==> src/design/scr_pkg.sv <==
// Shared constants, types and datapath operation codes of the sector cache tag engine.
`timescale 1ns / 1ps
`default_nettype none
package scr_pkg;

  // Cache geometry
  localparam int ENTRIES     = 64;
  localparam int SECTOR_BITS = 32;
  localparam int MAX_RESULTS = 64;

  localparam int IDX_W  = $clog2(ENTRIES);
  localparam int OCC_W  = $clog2(ENTRIES + 1);
  localparam int STEP_W = $clog2(2 * ENTRIES);
  localparam int CNT_W  = $clog2(MAX_RESULTS + 1);

  // Channel field widths
  localparam int KIND_W   = 2;
  localparam int SLOT_W   = 6;
  localparam int SECTOR_W = 32;

  // Request kinds
  localparam logic [KIND_W-1:0] KIND_READ     = 2'd0;
  localparam logic [KIND_W-1:0] KIND_WRITE    = 2'd1;
  localparam logic [KIND_W-1:0] KIND_PREFETCH = 2'd2;
  localparam logic [KIND_W-1:0] KIND_CLEAN    = 2'd3;

  // Datapath operations issued by the controller, one per cycle
  typedef logic [3:0] op_t;
  localparam op_t OP_NONE       = 4'd0;
  localparam op_t OP_ACCEPT     = 4'd1;
  localparam op_t OP_LOOK_NEXT  = 4'd2;
  localparam op_t OP_HIT        = 4'd3;
  localparam op_t OP_PICK_FREE  = 4'd4;
  localparam op_t OP_SWEEP_INIT = 4'd5;
  localparam op_t OP_SWEEP      = 4'd6;
  localparam op_t OP_FILL       = 4'd7;
  localparam op_t OP_CLEAN_TAKE = 4'd8;
  localparam op_t OP_CLEAN_SKIP = 4'd9;
  localparam op_t OP_CLEAN_END  = 4'd10;

  // Datapath status seen by the controller
  typedef struct packed {
    logic in_clean;    // offered request is a clean-all
    logic match;       // slot under the scan index holds the requested sector
    logic dirty_here;  // slot under the scan index is valid, dirty and within the result cap
    logic idx_last;    // scan index is on the last slot
    logic free_ok;     // a free slot was seen and the cache is not full
    logic victim;      // slot under the clock hand is valid and unreferenced
    logic sweep_last;  // clock sweep is on its final step
    logic pend_valid;  // a clean-all write-back is held back
    logic out_free;    // output register can take a result this cycle
  } status_t;

endpackage
`default_nettype wire

==> src/design/scr_if.sv <==
// Request and response channel interfaces of the sector cache tag engine.
`timescale 1ns / 1ps
`default_nettype none
interface scr_req_if;
  import scr_pkg::*;
  logic                valid;
  logic                ready;
  logic [KIND_W-1:0]   kind;
  logic [SECTOR_W-1:0] sector;
  modport source (output valid, kind, sector, input ready);
  modport sink (input valid, kind, sector, output ready);
endinterface

interface scr_rsp_if;
  import scr_pkg::*;
  logic                valid;
  logic                ready;
  logic [SLOT_W-1:0]   slot;
  logic                hit;
  logic                fill;
  logic                write_back;
  logic [SECTOR_W-1:0] write_back_sector;
  logic                last;
  modport source (output valid, slot, hit, fill, write_back, write_back_sector, last,
                  input ready);
  modport sink (input valid, slot, hit, fill, write_back, write_back_sector, last,
                output ready);
endinterface
`default_nettype wire

==> src/design/sector_cache_clock_replacement_core.sv <==
// Top level of the sector cache tag engine with clock second-chance replacement.
//
//   channel  direction  transaction carries
//   req      in         kind, sector
//   rsp      out        slot, hit, fill, write_back, write_back_sector, last
//
// One request at a time. A hit waits for the one-slot-per-cycle tag RAM scan to reach its
// slot. A miss scans every slot and, when the cache is full, then moves the one-slot-per-cycle
// hand through a clock sweep of 1 to 128 steps. A clean-all scans every slot, and its last
// write-back also waits out output stalls; with no dirty slot the next request can go once
// the scan is done.
// Reset is synchronous and clears all slot flags, hand and count at once.
// A waiting result sits in the output register while the next request is taken.
`timescale 1ns / 1ps
`default_nettype none
module sector_cache_clock_replacement_core (
  input wire logic clk,
  input wire logic rst,
  scr_req_if.sink   req,
  scr_rsp_if.source rsp
);
  import scr_pkg::*;

  op_t     op;
  status_t status;

  scr_ctrl u_ctrl (
    .clk      (clk),
    .rst      (rst),
    .in_valid (req.valid),
    .in_ready (req.ready),
    .status   (status),
    .op       (op)
  );

  scr_datapath u_datapath (
    .clk                   (clk),
    .rst                   (rst),
    .op                    (op),
    .status                (status),
    .in_kind               (req.kind),
    .in_sector             (req.sector),
    .out_valid             (rsp.valid),
    .out_ready             (rsp.ready),
    .out_slot              (rsp.slot),
    .out_hit               (rsp.hit),
    .out_fill              (rsp.fill),
    .out_write_back        (rsp.write_back),
    .out_write_back_sector (rsp.write_back_sector),
    .out_last              (rsp.last)
  );

endmodule
`default_nettype wire

==> src/design/scr_ram.sv <==
// Generic single-write, single-read RAM with registered read data.
`timescale 1ns / 1ps
`default_nettype none
module scr_ram #(
  parameter int WIDTH = 32,
  parameter int DEPTH = 64
) (
  input  wire logic                     clk,
  input  wire logic                     wr_en,
  input  wire logic [$clog2(DEPTH)-1:0] wr_addr,
  input  wire logic [WIDTH-1:0]         wr_data,
  input  wire logic [$clog2(DEPTH)-1:0] rd_addr,
  output logic      [WIDTH-1:0]         rd_data
);

  logic [WIDTH-1:0] mem [DEPTH];

  // Write port and registered read port (read returns old data on collision)
  always_ff @(posedge clk) begin
    if (wr_en) begin
      mem[wr_addr] <= wr_data;
    end
    rd_data <= mem[rd_addr];
  end

endmodule
`default_nettype wire

==> src/design/scr_ctrl.sv <==
// Controller state machine: sequences lookup, free slot pick, clock sweep, fill and clean-all.
`timescale 1ns / 1ps
`default_nettype none
module scr_ctrl (
  input  wire logic             clk,
  input  wire logic             rst,
  input  wire logic             in_valid,
  output logic                  in_ready,
  input  wire scr_pkg::status_t status,
  output scr_pkg::op_t          op
);
  import scr_pkg::*;

  localparam logic [2:0] S_IDLE  = 3'd0;
  localparam logic [2:0] S_LOOK  = 3'd1;
  localparam logic [2:0] S_PICK  = 3'd2;
  localparam logic [2:0] S_SWEEP = 3'd3;
  localparam logic [2:0] S_FILL  = 3'd4;
  localparam logic [2:0] S_CSCAN = 3'd5;
  localparam logic [2:0] S_CEND  = 3'd6;

  logic [2:0] state;
  logic [2:0] state_next;

  // Next state and operation
  always_comb begin
    state_next = state;
    op         = OP_NONE;
    in_ready   = 1'b0;
    unique case (state)
      S_IDLE: begin
        in_ready = 1'b1;
        if (in_valid) begin
          op         = OP_ACCEPT;
          state_next = status.in_clean ? S_CSCAN : S_LOOK;
        end
      end
      S_LOOK: begin
        if (status.match) begin
          if (status.out_free) begin
            op         = OP_HIT;
            state_next = S_IDLE;
          end
        end else begin
          op = OP_LOOK_NEXT;
          if (status.idx_last) begin
            state_next = S_PICK;
          end
        end
      end
      S_PICK: begin
        if (status.free_ok) begin
          op         = OP_PICK_FREE;
          state_next = S_FILL;
        end else begin
          op         = OP_SWEEP_INIT;
          state_next = S_SWEEP;
        end
      end
      S_SWEEP: begin
        op = OP_SWEEP;
        if (status.victim || status.sweep_last) begin
          state_next = S_FILL;
        end
      end
      S_FILL: begin
        if (status.out_free) begin
          op         = OP_FILL;
          state_next = S_IDLE;
        end
      end
      S_CSCAN: begin
        if (status.dirty_here) begin
          // hold while the previous write-back cannot leave
          if (!status.pend_valid || status.out_free) begin
            op = OP_CLEAN_TAKE;
            if (status.idx_last) begin
              state_next = S_CEND;
            end
          end
        end else begin
          op = OP_CLEAN_SKIP;
          if (status.idx_last) begin
            state_next = S_CEND;
          end
        end
      end
      S_CEND: begin
        if (!status.pend_valid) begin
          state_next = S_IDLE;
        end else if (status.out_free) begin
          op         = OP_CLEAN_END;
          state_next = S_IDLE;
        end
      end
      default: begin
        state_next = S_IDLE;
      end
    endcase
  end

  // State register
  always_ff @(posedge clk) begin
    if (rst) begin
      state <= S_IDLE;
    end else begin
      state <= state_next;
    end
  end

endmodule
`default_nettype wire

==> src/design/scr_datapath.sv <==
// Datapath: slot flags, tag RAM, clock hand, occupancy, scan index and output register.
`timescale 1ns / 1ps
`default_nettype none
module scr_datapath (
  input  wire logic                         clk,
  input  wire logic                         rst,
  input  wire scr_pkg::op_t                 op,
  output scr_pkg::status_t                  status,
  input  wire logic [scr_pkg::KIND_W-1:0]   in_kind,
  input  wire logic [scr_pkg::SECTOR_W-1:0] in_sector,
  output logic                              out_valid,
  input  wire logic                         out_ready,
  output logic      [scr_pkg::SLOT_W-1:0]   out_slot,
  output logic                              out_hit,
  output logic                              out_fill,
  output logic                              out_write_back,
  output logic      [scr_pkg::SECTOR_W-1:0] out_write_back_sector,
  output logic                              out_last
);
  import scr_pkg::*;

  // Slot flags and engine state
  logic [ENTRIES-1:0]     valid;
  logic [ENTRIES-1:0]     dirty;
  logic [ENTRIES-1:0]     refd;
  logic [OCC_W-1:0]       occupancy;
  logic [IDX_W-1:0]       hand;
  logic [IDX_W-1:0]       idx;
  logic [STEP_W-1:0]      step_cnt;
  logic [CNT_W-1:0]       clean_cnt;
  logic                   free_found;
  logic                   pend_valid;

  // Request and held payload
  logic [KIND_W-1:0]      kind;
  logic [SECTOR_BITS-1:0] sector;
  logic [IDX_W-1:0]       free_idx;
  logic [IDX_W-1:0]       pend_slot;
  logic [SECTOR_BITS-1:0] pend_tag;

  // Combinational helpers
  logic [IDX_W-1:0]       idx_next;
  logic [IDX_W-1:0]       hand_inc;
  logic [SECTOR_BITS-1:0] rd_tag;
  logic [OCC_W-1:0]       occ_mid;
  logic [OCC_W-1:0]       occ_new;
  logic                   victim;
  logic                   sweep_last;
  logic                   out_free;
  logic                   out_load;
  logic                   fill_wb;
  logic [SLOT_W-1:0]      load_slot;
  logic                   load_hit;
  logic                   load_fill;
  logic                   load_wb;
  logic [SECTOR_W-1:0]    load_wb_sector;
  logic                   load_last;

  assign hand_inc   = (hand == IDX_W'(ENTRIES - 1)) ? '0 : hand + IDX_W'(1);
  assign victim     = valid[hand] && !refd[hand];
  assign sweep_last = (step_cnt == STEP_W'(2 * ENTRIES - 1));
  assign out_free   = !out_valid || out_ready;
  assign fill_wb    = valid[idx] && dirty[idx];

  // Drop the old slot from the count, then add the new one
  assign occ_mid = (valid[idx] && (occupancy != '0)) ? occupancy - OCC_W'(1) : occupancy;
  assign occ_new = (occ_mid < OCC_W'(ENTRIES)) ? occ_mid + OCC_W'(1) : occ_mid;

  // Scan index update; the tag RAM reads at the next index so rd_tag follows idx
  always_comb begin
    case (op)
      OP_ACCEPT:     idx_next = '0;
      OP_LOOK_NEXT,
      OP_CLEAN_TAKE,
      OP_CLEAN_SKIP: idx_next = idx + IDX_W'(1);
      OP_PICK_FREE:  idx_next = free_idx;
      OP_SWEEP:      idx_next = victim ? hand : (sweep_last ? hand_inc : idx);
      default:       idx_next = idx;
    endcase
  end

  scr_ram #(
    .WIDTH (SECTOR_BITS),
    .DEPTH (ENTRIES)
  ) u_tag_ram (
    .clk     (clk),
    .wr_en   (op == OP_FILL),
    .wr_addr (idx),
    .wr_data (sector),
    .rd_addr (idx_next),
    .rd_data (rd_tag)
  );

  // Status to the controller
  always_comb begin
    status.in_clean   = (in_kind == KIND_CLEAN);
    status.match      = valid[idx] && (rd_tag == sector);
    status.dirty_here = valid[idx] && dirty[idx] && (clean_cnt != CNT_W'(MAX_RESULTS));
    status.idx_last   = (idx == IDX_W'(ENTRIES - 1));
    status.free_ok    = free_found && (occupancy < OCC_W'(ENTRIES));
    status.victim     = victim;
    status.sweep_last = sweep_last;
    status.pend_valid = pend_valid;
    status.out_free   = out_free;
  end

  // Control state
  always_ff @(posedge clk) begin
    if (rst) begin
      valid      <= '0;
      dirty      <= '0;
      refd       <= '0;
      occupancy  <= '0;
      hand       <= '0;
      idx        <= '0;
      step_cnt   <= '0;
      clean_cnt  <= '0;
      free_found <= 1'b0;
      pend_valid <= 1'b0;
    end else begin
      idx <= idx_next;
      case (op)
        OP_ACCEPT: begin
          free_found <= 1'b0;
          pend_valid <= 1'b0;
          clean_cnt  <= '0;
        end
        OP_LOOK_NEXT: begin
          if (!valid[idx] && !free_found) begin
            free_found <= 1'b1;
          end
        end
        OP_HIT: begin
          refd[idx] <= 1'b1;
          if (kind == KIND_WRITE) begin
            dirty[idx] <= 1'b1;
          end
        end
        OP_SWEEP_INIT: begin
          step_cnt <= '0;
        end
        OP_SWEEP: begin
          // give a referenced slot its second chance and move on
          if (!victim) begin
            if (valid[hand]) begin
              refd[hand] <= 1'b0;
            end
            hand     <= hand_inc;
            step_cnt <= step_cnt + STEP_W'(1);
          end
        end
        OP_FILL: begin
          valid[idx] <= 1'b1;
          dirty[idx] <= (kind == KIND_WRITE);
          refd[idx]  <= 1'b1;
          occupancy  <= occ_new;
        end
        OP_CLEAN_TAKE: begin
          pend_valid <= 1'b1;
          dirty[idx] <= 1'b0;
          clean_cnt  <= clean_cnt + CNT_W'(1);
        end
        OP_CLEAN_END: begin
          pend_valid <= 1'b0;
        end
        default: begin
        end
      endcase
    end
  end

  // Request and held payload
  always_ff @(posedge clk) begin
    case (op)
      OP_ACCEPT: begin
        kind   <= in_kind;
        sector <= SECTOR_BITS'(in_sector);
      end
      OP_LOOK_NEXT: begin
        if (!valid[idx] && !free_found) begin
          free_idx <= idx;
        end
      end
      OP_CLEAN_TAKE: begin
        pend_slot <= idx;
        pend_tag  <= rd_tag;
      end
      default: begin
      end
    endcase
  end

  // Result contents for the operation that emits one
  assign out_load = (op == OP_HIT) || (op == OP_FILL) || (op == OP_CLEAN_END)
                 || ((op == OP_CLEAN_TAKE) && pend_valid);

  always_comb begin
    case (op)
      OP_HIT: begin
        load_slot      = SLOT_W'(idx);
        load_hit       = 1'b1;
        load_fill      = 1'b0;
        load_wb        = 1'b0;
        load_wb_sector = '0;
        load_last      = 1'b1;
      end
      OP_FILL: begin
        load_slot      = SLOT_W'(idx);
        load_hit       = 1'b0;
        load_fill      = 1'b1;
        load_wb        = fill_wb;
        load_wb_sector = fill_wb ? SECTOR_W'(rd_tag) : '0;
        load_last      = 1'b1;
      end
      default: begin
        load_slot      = SLOT_W'(pend_slot);
        load_hit       = 1'b0;
        load_fill      = 1'b0;
        load_wb        = 1'b1;
        load_wb_sector = SECTOR_W'(pend_tag);
        load_last      = (op == OP_CLEAN_END);
      end
    endcase
  end

  // Output register valid
  always_ff @(posedge clk) begin
    if (rst) begin
      out_valid <= 1'b0;
    end else if (out_load) begin
      out_valid <= 1'b1;
    end else if (out_ready) begin
      out_valid <= 1'b0;
    end
  end

  // Output register payload
  always_ff @(posedge clk) begin
    if (out_load) begin
      out_slot              <= load_slot;
      out_hit               <= load_hit;
      out_fill              <= load_fill;
      out_write_back        <= load_wb;
      out_write_back_sector <= load_wb_sector;
      out_last              <= load_last;
    end
  end

endmodule
`default_nettype wire

==> src/flat_wrapper.sv <==
// flat-port wrapper written by rule: the top's interface ports become plain ports
module sector_cache_clock_replacement_core_flat import scr_pkg::*;
  (clk, rst, req_valid, req_kind, req_sector, req_ready, rsp_valid, rsp_slot, rsp_hit, rsp_fill, rsp_write_back, rsp_write_back_sector, rsp_last, rsp_ready);
  scr_req_if req_i ();
  scr_rsp_if rsp_i ();
  input wire logic clk;
  input wire logic rst;
  input wire logic [$bits(req_i.valid)-1:0] req_valid;
  input wire logic [$bits(req_i.kind)-1:0] req_kind;
  input wire logic [$bits(req_i.sector)-1:0] req_sector;
  output wire logic [$bits(req_i.ready)-1:0] req_ready;
  output wire logic [$bits(rsp_i.valid)-1:0] rsp_valid;
  output wire logic [$bits(rsp_i.slot)-1:0] rsp_slot;
  output wire logic [$bits(rsp_i.hit)-1:0] rsp_hit;
  output wire logic [$bits(rsp_i.fill)-1:0] rsp_fill;
  output wire logic [$bits(rsp_i.write_back)-1:0] rsp_write_back;
  output wire logic [$bits(rsp_i.write_back_sector)-1:0] rsp_write_back_sector;
  output wire logic [$bits(rsp_i.last)-1:0] rsp_last;
  input wire logic [$bits(rsp_i.ready)-1:0] rsp_ready;
  assign req_i.valid = req_valid;
  assign req_i.kind = req_kind;
  assign req_i.sector = req_sector;
  assign req_ready = req_i.ready;
  assign rsp_valid = rsp_i.valid;
  assign rsp_slot = rsp_i.slot;
  assign rsp_hit = rsp_i.hit;
  assign rsp_fill = rsp_i.fill;
  assign rsp_write_back = rsp_i.write_back;
  assign rsp_write_back_sector = rsp_i.write_back_sector;
  assign rsp_last = rsp_i.last;
  assign rsp_i.ready = rsp_ready;
  sector_cache_clock_replacement_core u_core (.clk(clk), .rst(rst), .req(req_i), .rsp(rsp_i));
endmodule
==> config.mk <==
export PLATFORM = sky130hd
export DESIGN_NAME = sector_cache_clock_replacement_core_flat
export DESIGN_NICKNAME = d
export VERILOG_FILES = /design/src/design/scr_pkg.sv /design/src/design/scr_if.sv /design/src/design/sector_cache_clock_replacement_core.sv /design/src/design/scr_ram.sv /design/src/design/scr_ctrl.sv /design/src/design/scr_datapath.sv /design/src/flat_wrapper.sv
export SDC_FILE = /design/constraint.sdc
export NUM_CORES = 2
export LEC_CHECK = 0
export ABC_AREA = 1
export BUFFER_PORTS_ARGS = -buffer_cell sky130_fd_sc_hd__buf_4
export CAP_MARGIN = 30
export CORE_ASPECT_RATIO = 0.9
export CORE_MARGIN = 2
export CORE_UTILIZATION = 51
export CTS_CLUSTER_DIAMETER = 200
export DETAILED_ROUTE_END_ITERATION = 10
export MAX_ROUTING_LAYER = met4
export PLACE_DENSITY_LB_ADDON = 0.3
export SKIP_CTS_REPAIR_TIMING = 1
export SLEW_MARGIN = 20
export SYNTH_ARGS = -nofsm -noshare
export SYNTH_HDL_FRONTEND = slang
export SYNTH_HIERARCHICAL = 1
export SYNTH_SLANG_ARGS = --single-unit
==> constraint.sdc <==
create_clock -name clk -period 7.4 [get_ports clk]
set_input_delay 0.74 -clock clk [delete_from_list [all_inputs] [get_ports clk]]
set_output_delay 0.74 -clock clk [all_outputs]
set_load 0.01 [all_outputs]
== Yosys cells after proc, flatten, opt, wreduce, memory -nomap -nowiden ==
Memories as Yosys holds them, arrays and structs flattened. A register that Yosys moved wholly into a read port is not among the register bits.
Index checks and enable logic that the tools add are counted.

* Bits in registers: 351
* RAM bits: 2048
* Memories kept: 1

* $add $sub $neg: 6
* Magnitude comparators: 6
* Eq/ne operators: 31
* Multiplexer cells: 62
* Bitwise operators: 8
* Reduce and logical (&&, ||, !) cells: 40

{| class="wikitable"
|+ Memory list
! name !! words !! width !! read ports !! clocked after Yosys merged registers in !! write ports !! line !! text
|-
| u_core.u_datapath.u_tag_ram.mem || 64 || 32 || 1 || 1 || 1 || scr_ram.sv:16 || <nowiki>logic [WIDTH-1:0] mem [DEPTH];</nowiki>
|}

{| class="wikitable"
|+ Operators by type and width
! kind !! number
|-
| 64-bit 2-to-1 mux || 3
|-
| 64-bit bitwise OR || 3
|-
| 64-bit one-hot mux with 3 select lines || 1
|-
| 64-bit AND || 2
|-
| 64-bit NOT || 2
|-
| 64-bit one-hot mux with 2 select lines || 1
|-
| 64-bit bitwise mux || 1
|-
| 32-bit one-hot mux with 2 select lines || 1
|-
| 3-bit 2-to-1 mux || 12
|-
| 32-bit == test || 1
|-
| 32-bit 2-to-1 mux || 1
|-
| 4-bit one-hot mux with 7 select lines || 1
|-
| 7-bit one-hot mux with 2 select lines || 2
|-
| 1-bit binary-select mux with 6-bit select || 4
|-
| 6-bit 2-to-1 mux || 4
|-
| 6-bit one-hot mux with 4 select lines || 1
|-
| 7-bit by 1-bit adder with 7-bit output, second input constant || 3
|-
| 7-bit 2-to-1 mux || 3
|-
| 3-bit one-hot mux with 7 select lines || 1
|-
| 4-bit 2-to-1 mux || 5
|-
| 4-bit by 3-bit == test with 1-bit output, second input constant || 4
|-
| 1-bit 2-to-1 mux || 15
|-
| 6-bit by 7-bit less-than comparator with 1-bit output, second input constant || 2
|-
| 7-bit less-than comparator, second input constant || 2
|-
| 33 further kinds || 78
|}

== Longest topological paths before layout ==
* Word-level depth: 11
* Depth in mapped cells: 41
* Gate-level depth less buffers: 35

== By module ==
Netlist, hierarchy kept.

{| class="wikitable"
|+ Modules (own cells, without submodules)
! module !! times used !! cells an instance !! area each (um^2)
|-
| scr_ram || 1 || 6770 || 82729.3
|-
| scr_datapath || 1 || 2152 || 16743.6
|-
| scr_ctrl || 1 || 73 || 409.1
|}

== Worst setup path after synthesis ==
No wires, ideal clock.

* Path type: register to register
* From: register u_core.u_datapath.sector[18]
* To: memory u_core.u_datapath.u_tag_ram.mem[32][0] (enable)
* Setup time: 0.502 ns
* Data arrival time: 7.119 ns
* Required time: 6.898 ns
* Path slack: -0.221 ns
* Stages on the path, launching flop included: 17
* Period minus slack after synthesis: 7.621 ns
* Path through: edfxtp_1 > or2_2 > o2111ai_1 > or4_1 > nor3_1 > and3_1 > inv_1 > nor3_1 > or3_1 > inv_1 > nor3_1 > inv_1 > nor2_1 > clkbuf_1 > clkbuf_1 > nand3_1 > nor4_1

{| class="wikitable"
|+ RTL lines
! item !! line !! text
|-
| start, declared || scr_datapath.sv:36 || <nowiki>logic [SECTOR_BITS-1:0] sector;</nowiki>
|-
| start signal, assigned || scr_datapath.sv:177 || <nowiki>sector <= SECTOR_BITS'(in_sector);</nowiki>
|-
| end, declared || scr_ram.sv:16 ||
|}

==> flow_summary_export.csv <==
group,metric,value,unit
cells_and_area,multiInputGateArea,26000,sq um
worst_setup_path,required,8.23,ns
cells_and_area,syn_to_final_growth,12.9,%
worst_setup_path,max_stage_delay,0.59,ns
floorplan,die_h,424,microns
timing,fmax,147,MHz
floorplan,core-area,195000,sq um
global_route,antenna_found_initial,15,
clocking,root_buffer,"clkbuf_16",
cells_and_area,final_cell_mix,"nand2_1, edfxtp_1, nand3_1",
cells_and_area,layout.nets,9157,
timing,drv_slew,0,
synth,yosysTopAreaCellShare,0.652,
placement,io_buffers,81,
drt,viasPerCell,6.05,
clocking,clk_latency,0.90,ns
floorplan,start_util,0.512,
floorplan,design.die.area,199000,sq um
drt,drcViolationCount,0,
placement,place.gp.congestion,0.942,
global_route,groute.usage.overall,0.312,
outcome,outcome,"complete, no violations",
cells_and_area,final_core_util,0.578,
clocking,cts.sinks,2431,
drt,drt-initial-drc-count,10600,
cells_and_area,fin_cells,11900,
placement,dp_hpwl,178,mm
timing,timing.final.crit_share,0.917,
drt,vias,72000,
synth,synth_ff_type,"edfxtp_1",
worst_setup_path,cp_max_fo,42,
timing,layout_setup_ws,0.617,ns
synth,syn_area,99900,sq um
global_route,grt_max_degree,129,
clocking,cts.htree.levels,4,
timing,hold_viol,0,
global_route,grt_pass1_wl,449,mm
synth,synth_nets,9040,
worst_setup_path,worstPathArrival,7.61,ns
timing,setup_viol_count_final,0,
timing,final.setup_skew,0.0627,ns
synth,synth_area_leader_cell,"edfxtp_1",
min_path,hold_class,"primary input to register",
timing,relSlewSlack,0.305,
cells_and_area,drive_gt1_frac,0.0967,
drt,wl_per_cell,25.8,microns
drt,drt_wl_total,306,mm
synth,ys_types,47,
placement,place_ws,0.732,ns
cells_and_area,n_fill_cell,15700,
global_route,grt_overflow,0,
worst_setup_path,crit_slowest_cell,"or4_1",
global_route,grt_pass1_vias,67600,
worst_setup_path,worstSetupPathType,"register to register",
worst_setup_path,crit_path_start_kind,"register",
synth,async_reset_ff_frac,0,
cells_and_area,final_common_cell,"nand2_1",
worst_setup_path,cpLargestDelayFamily,"simple AND/OR/NAND/NOR gates",
timing,rsz0062_at_grt,"false",
cells_and_area,seq_area,70400,sq um
synth,synth.yosys.seq_area_share,0.705,
floorplan,fp.dieW,470,microns
timing,worst_pin_slew,1.04,ns
drt,drt_first_pass_iters,6,
clocking,cts_tree,"yes",
floorplan,ios,82,
synth,yosysWarnings,6,
clocking,clk_path_buf_depth,3,
synth,ys_ff_latch,2431,
worst_setup_path,cp-end-kind,"register",
timing,period_minus_slack,6.78,ns
floorplan,rows,154,
synth,syn_area_per_cell,11.1,sq um
drt,drtAntennaViolNets,0,
placement,post-place-cells,11400,
clocking,cts_buffers,230,
synth,yosys-top-cells-area,"edfxtp_1, nand3_1, nand2_1",
worst_setup_path,cp_num_buf_inv,9,
clocking,cts.clk_slew.worst_paths,0.06,ns
synth,synthCells,8995,
synth,synth_edf_count,2168,
flow_run,max-cap-violations,0,
## cell usage after synthesis, types with 5 or more instances
cell          n
a21oi_1     189
a22oi_1      12
buf_1        66
buf_2       278
buf_4        64
buf_6        11
clkbuf_1    148
dfxtp_1     263
edfxtp_1   2168
ha_1          7
inv_1       308
inv_2        20
nand2_1    2693
nand2_2       7
nand3_1    2056
nand3_2      11
nand3b_1      5
nand4_1      36
nor2_1      236
nor3_1        8
nor4_1       12
o2111ai_1     7
o211ai_1      6
o21ai_0     153
o21ai_1      69
o22ai_1      38
o311a_1      46
o41ai_1       5
xnor2_1      27
xor2_1        8
## layer usage
| layer | track usage | routed length (microns) | vias up |
|---|---|---|---|
| met3 | 0.0478 | 34000 | 742 |
| met2 | 0.466 | 138000 | 4452 |
| met5 | - | 0 | - |
| met4 | 0.145 | 15800 | 0 |
| li1 | - | - | 31800 |
| met1 | 0.424 | 118000 | 35000 |
## cell families (layout without fill, tap and decap cells)
kind of cell,after synthesis,in the layout,synth area share
AOI/OAI and AO/OA,541,541,0.0313
xor gates and xnor gates,35,35,0.00307
adders and majority gates,7,7,0.000877
buffers and inverters,901,1215,0.0406
DFF,2431,2431,0.705
other,0,6,0
and+or+nand+nor,5080,5080,0.220
## sequential cells by signal (all words and copies together) (netlist names), 2 cells and up
signal / flops
u_core/u_ctrl/state: 3
u_core/u_datapath/u_tag_ram/mem: 2048
u_core/u_datapath/idx: 6
u_core/u_datapath/pend_tag: 32
u_core/u_datapath/clean_cnt: 7
u_core/u_datapath/refd: 64
u_core/u_datapath/out_slot: 6
u_core/u_datapath/hand: 6
u_core/u_datapath/sector: 32
u_core/u_datapath/pend_slot: 6
u_core/u_datapath/free_idx: 6
u_core/u_datapath/occupancy: 7
u_core/u_datapath/step_cnt: 7
u_core/u_datapath/u_tag_ram/rd_data: 32
u_core/u_datapath/out_write_back_sector: 32
u_core/u_datapath/kind: 2
u_core/u_datapath/valid: 64
u_core/u_datapath/dirty: 64
## metrics by stage
stage	setup TNS (ns)	instance area (sq um)	hold slack, ns
2_1_floorplan	-56.60	99900	0.408
3_3_place_gp	0	105000	0.439
3_5_place_dp	0	105000	0.440
4_1_cts	0	113000	-0.0322
5_1_grt	0	113000	0.000112
6_report	0	113000	0.0294
## final cells by class
cell class	instances	share of cell area
Sequential cell	2431	0.624
Multi-Input combinational cell	5663	0.230
Clock buffer	328	0.0568
Timing Repair Buffer	452	0.0389
Tap cell	2574	0.0286
Inverter	334	0.0117
Clock inverter	101	0.00925
Antenna cell	6	0.000133
## worst paths after layout
path                                                              start                                       to  slack [ns]  cells after the start
worst min-delay path                                     req_sector[15]             u_core/u_datapath/sector[15]        0.03                      1
worst max-delay path                       u_core/u_datapath/sector[18]  u_core/u_datapath/u_tag_ram/rd_data[19]        0.62                     30
worst max register to register             u_core/u_datapath/sector[18]  u_core/u_datapath/u_tag_ram/rd_data[19]        0.62                     30
worst min register to register  u_core/u_datapath/u_tag_ram/rd_data[23]           u_core/u_datapath/pend_tag[23]        0.46                      0
Power is not shown: default switching activity piles up to over one toggle a cycle in this logic, so the estimate is an artifact.
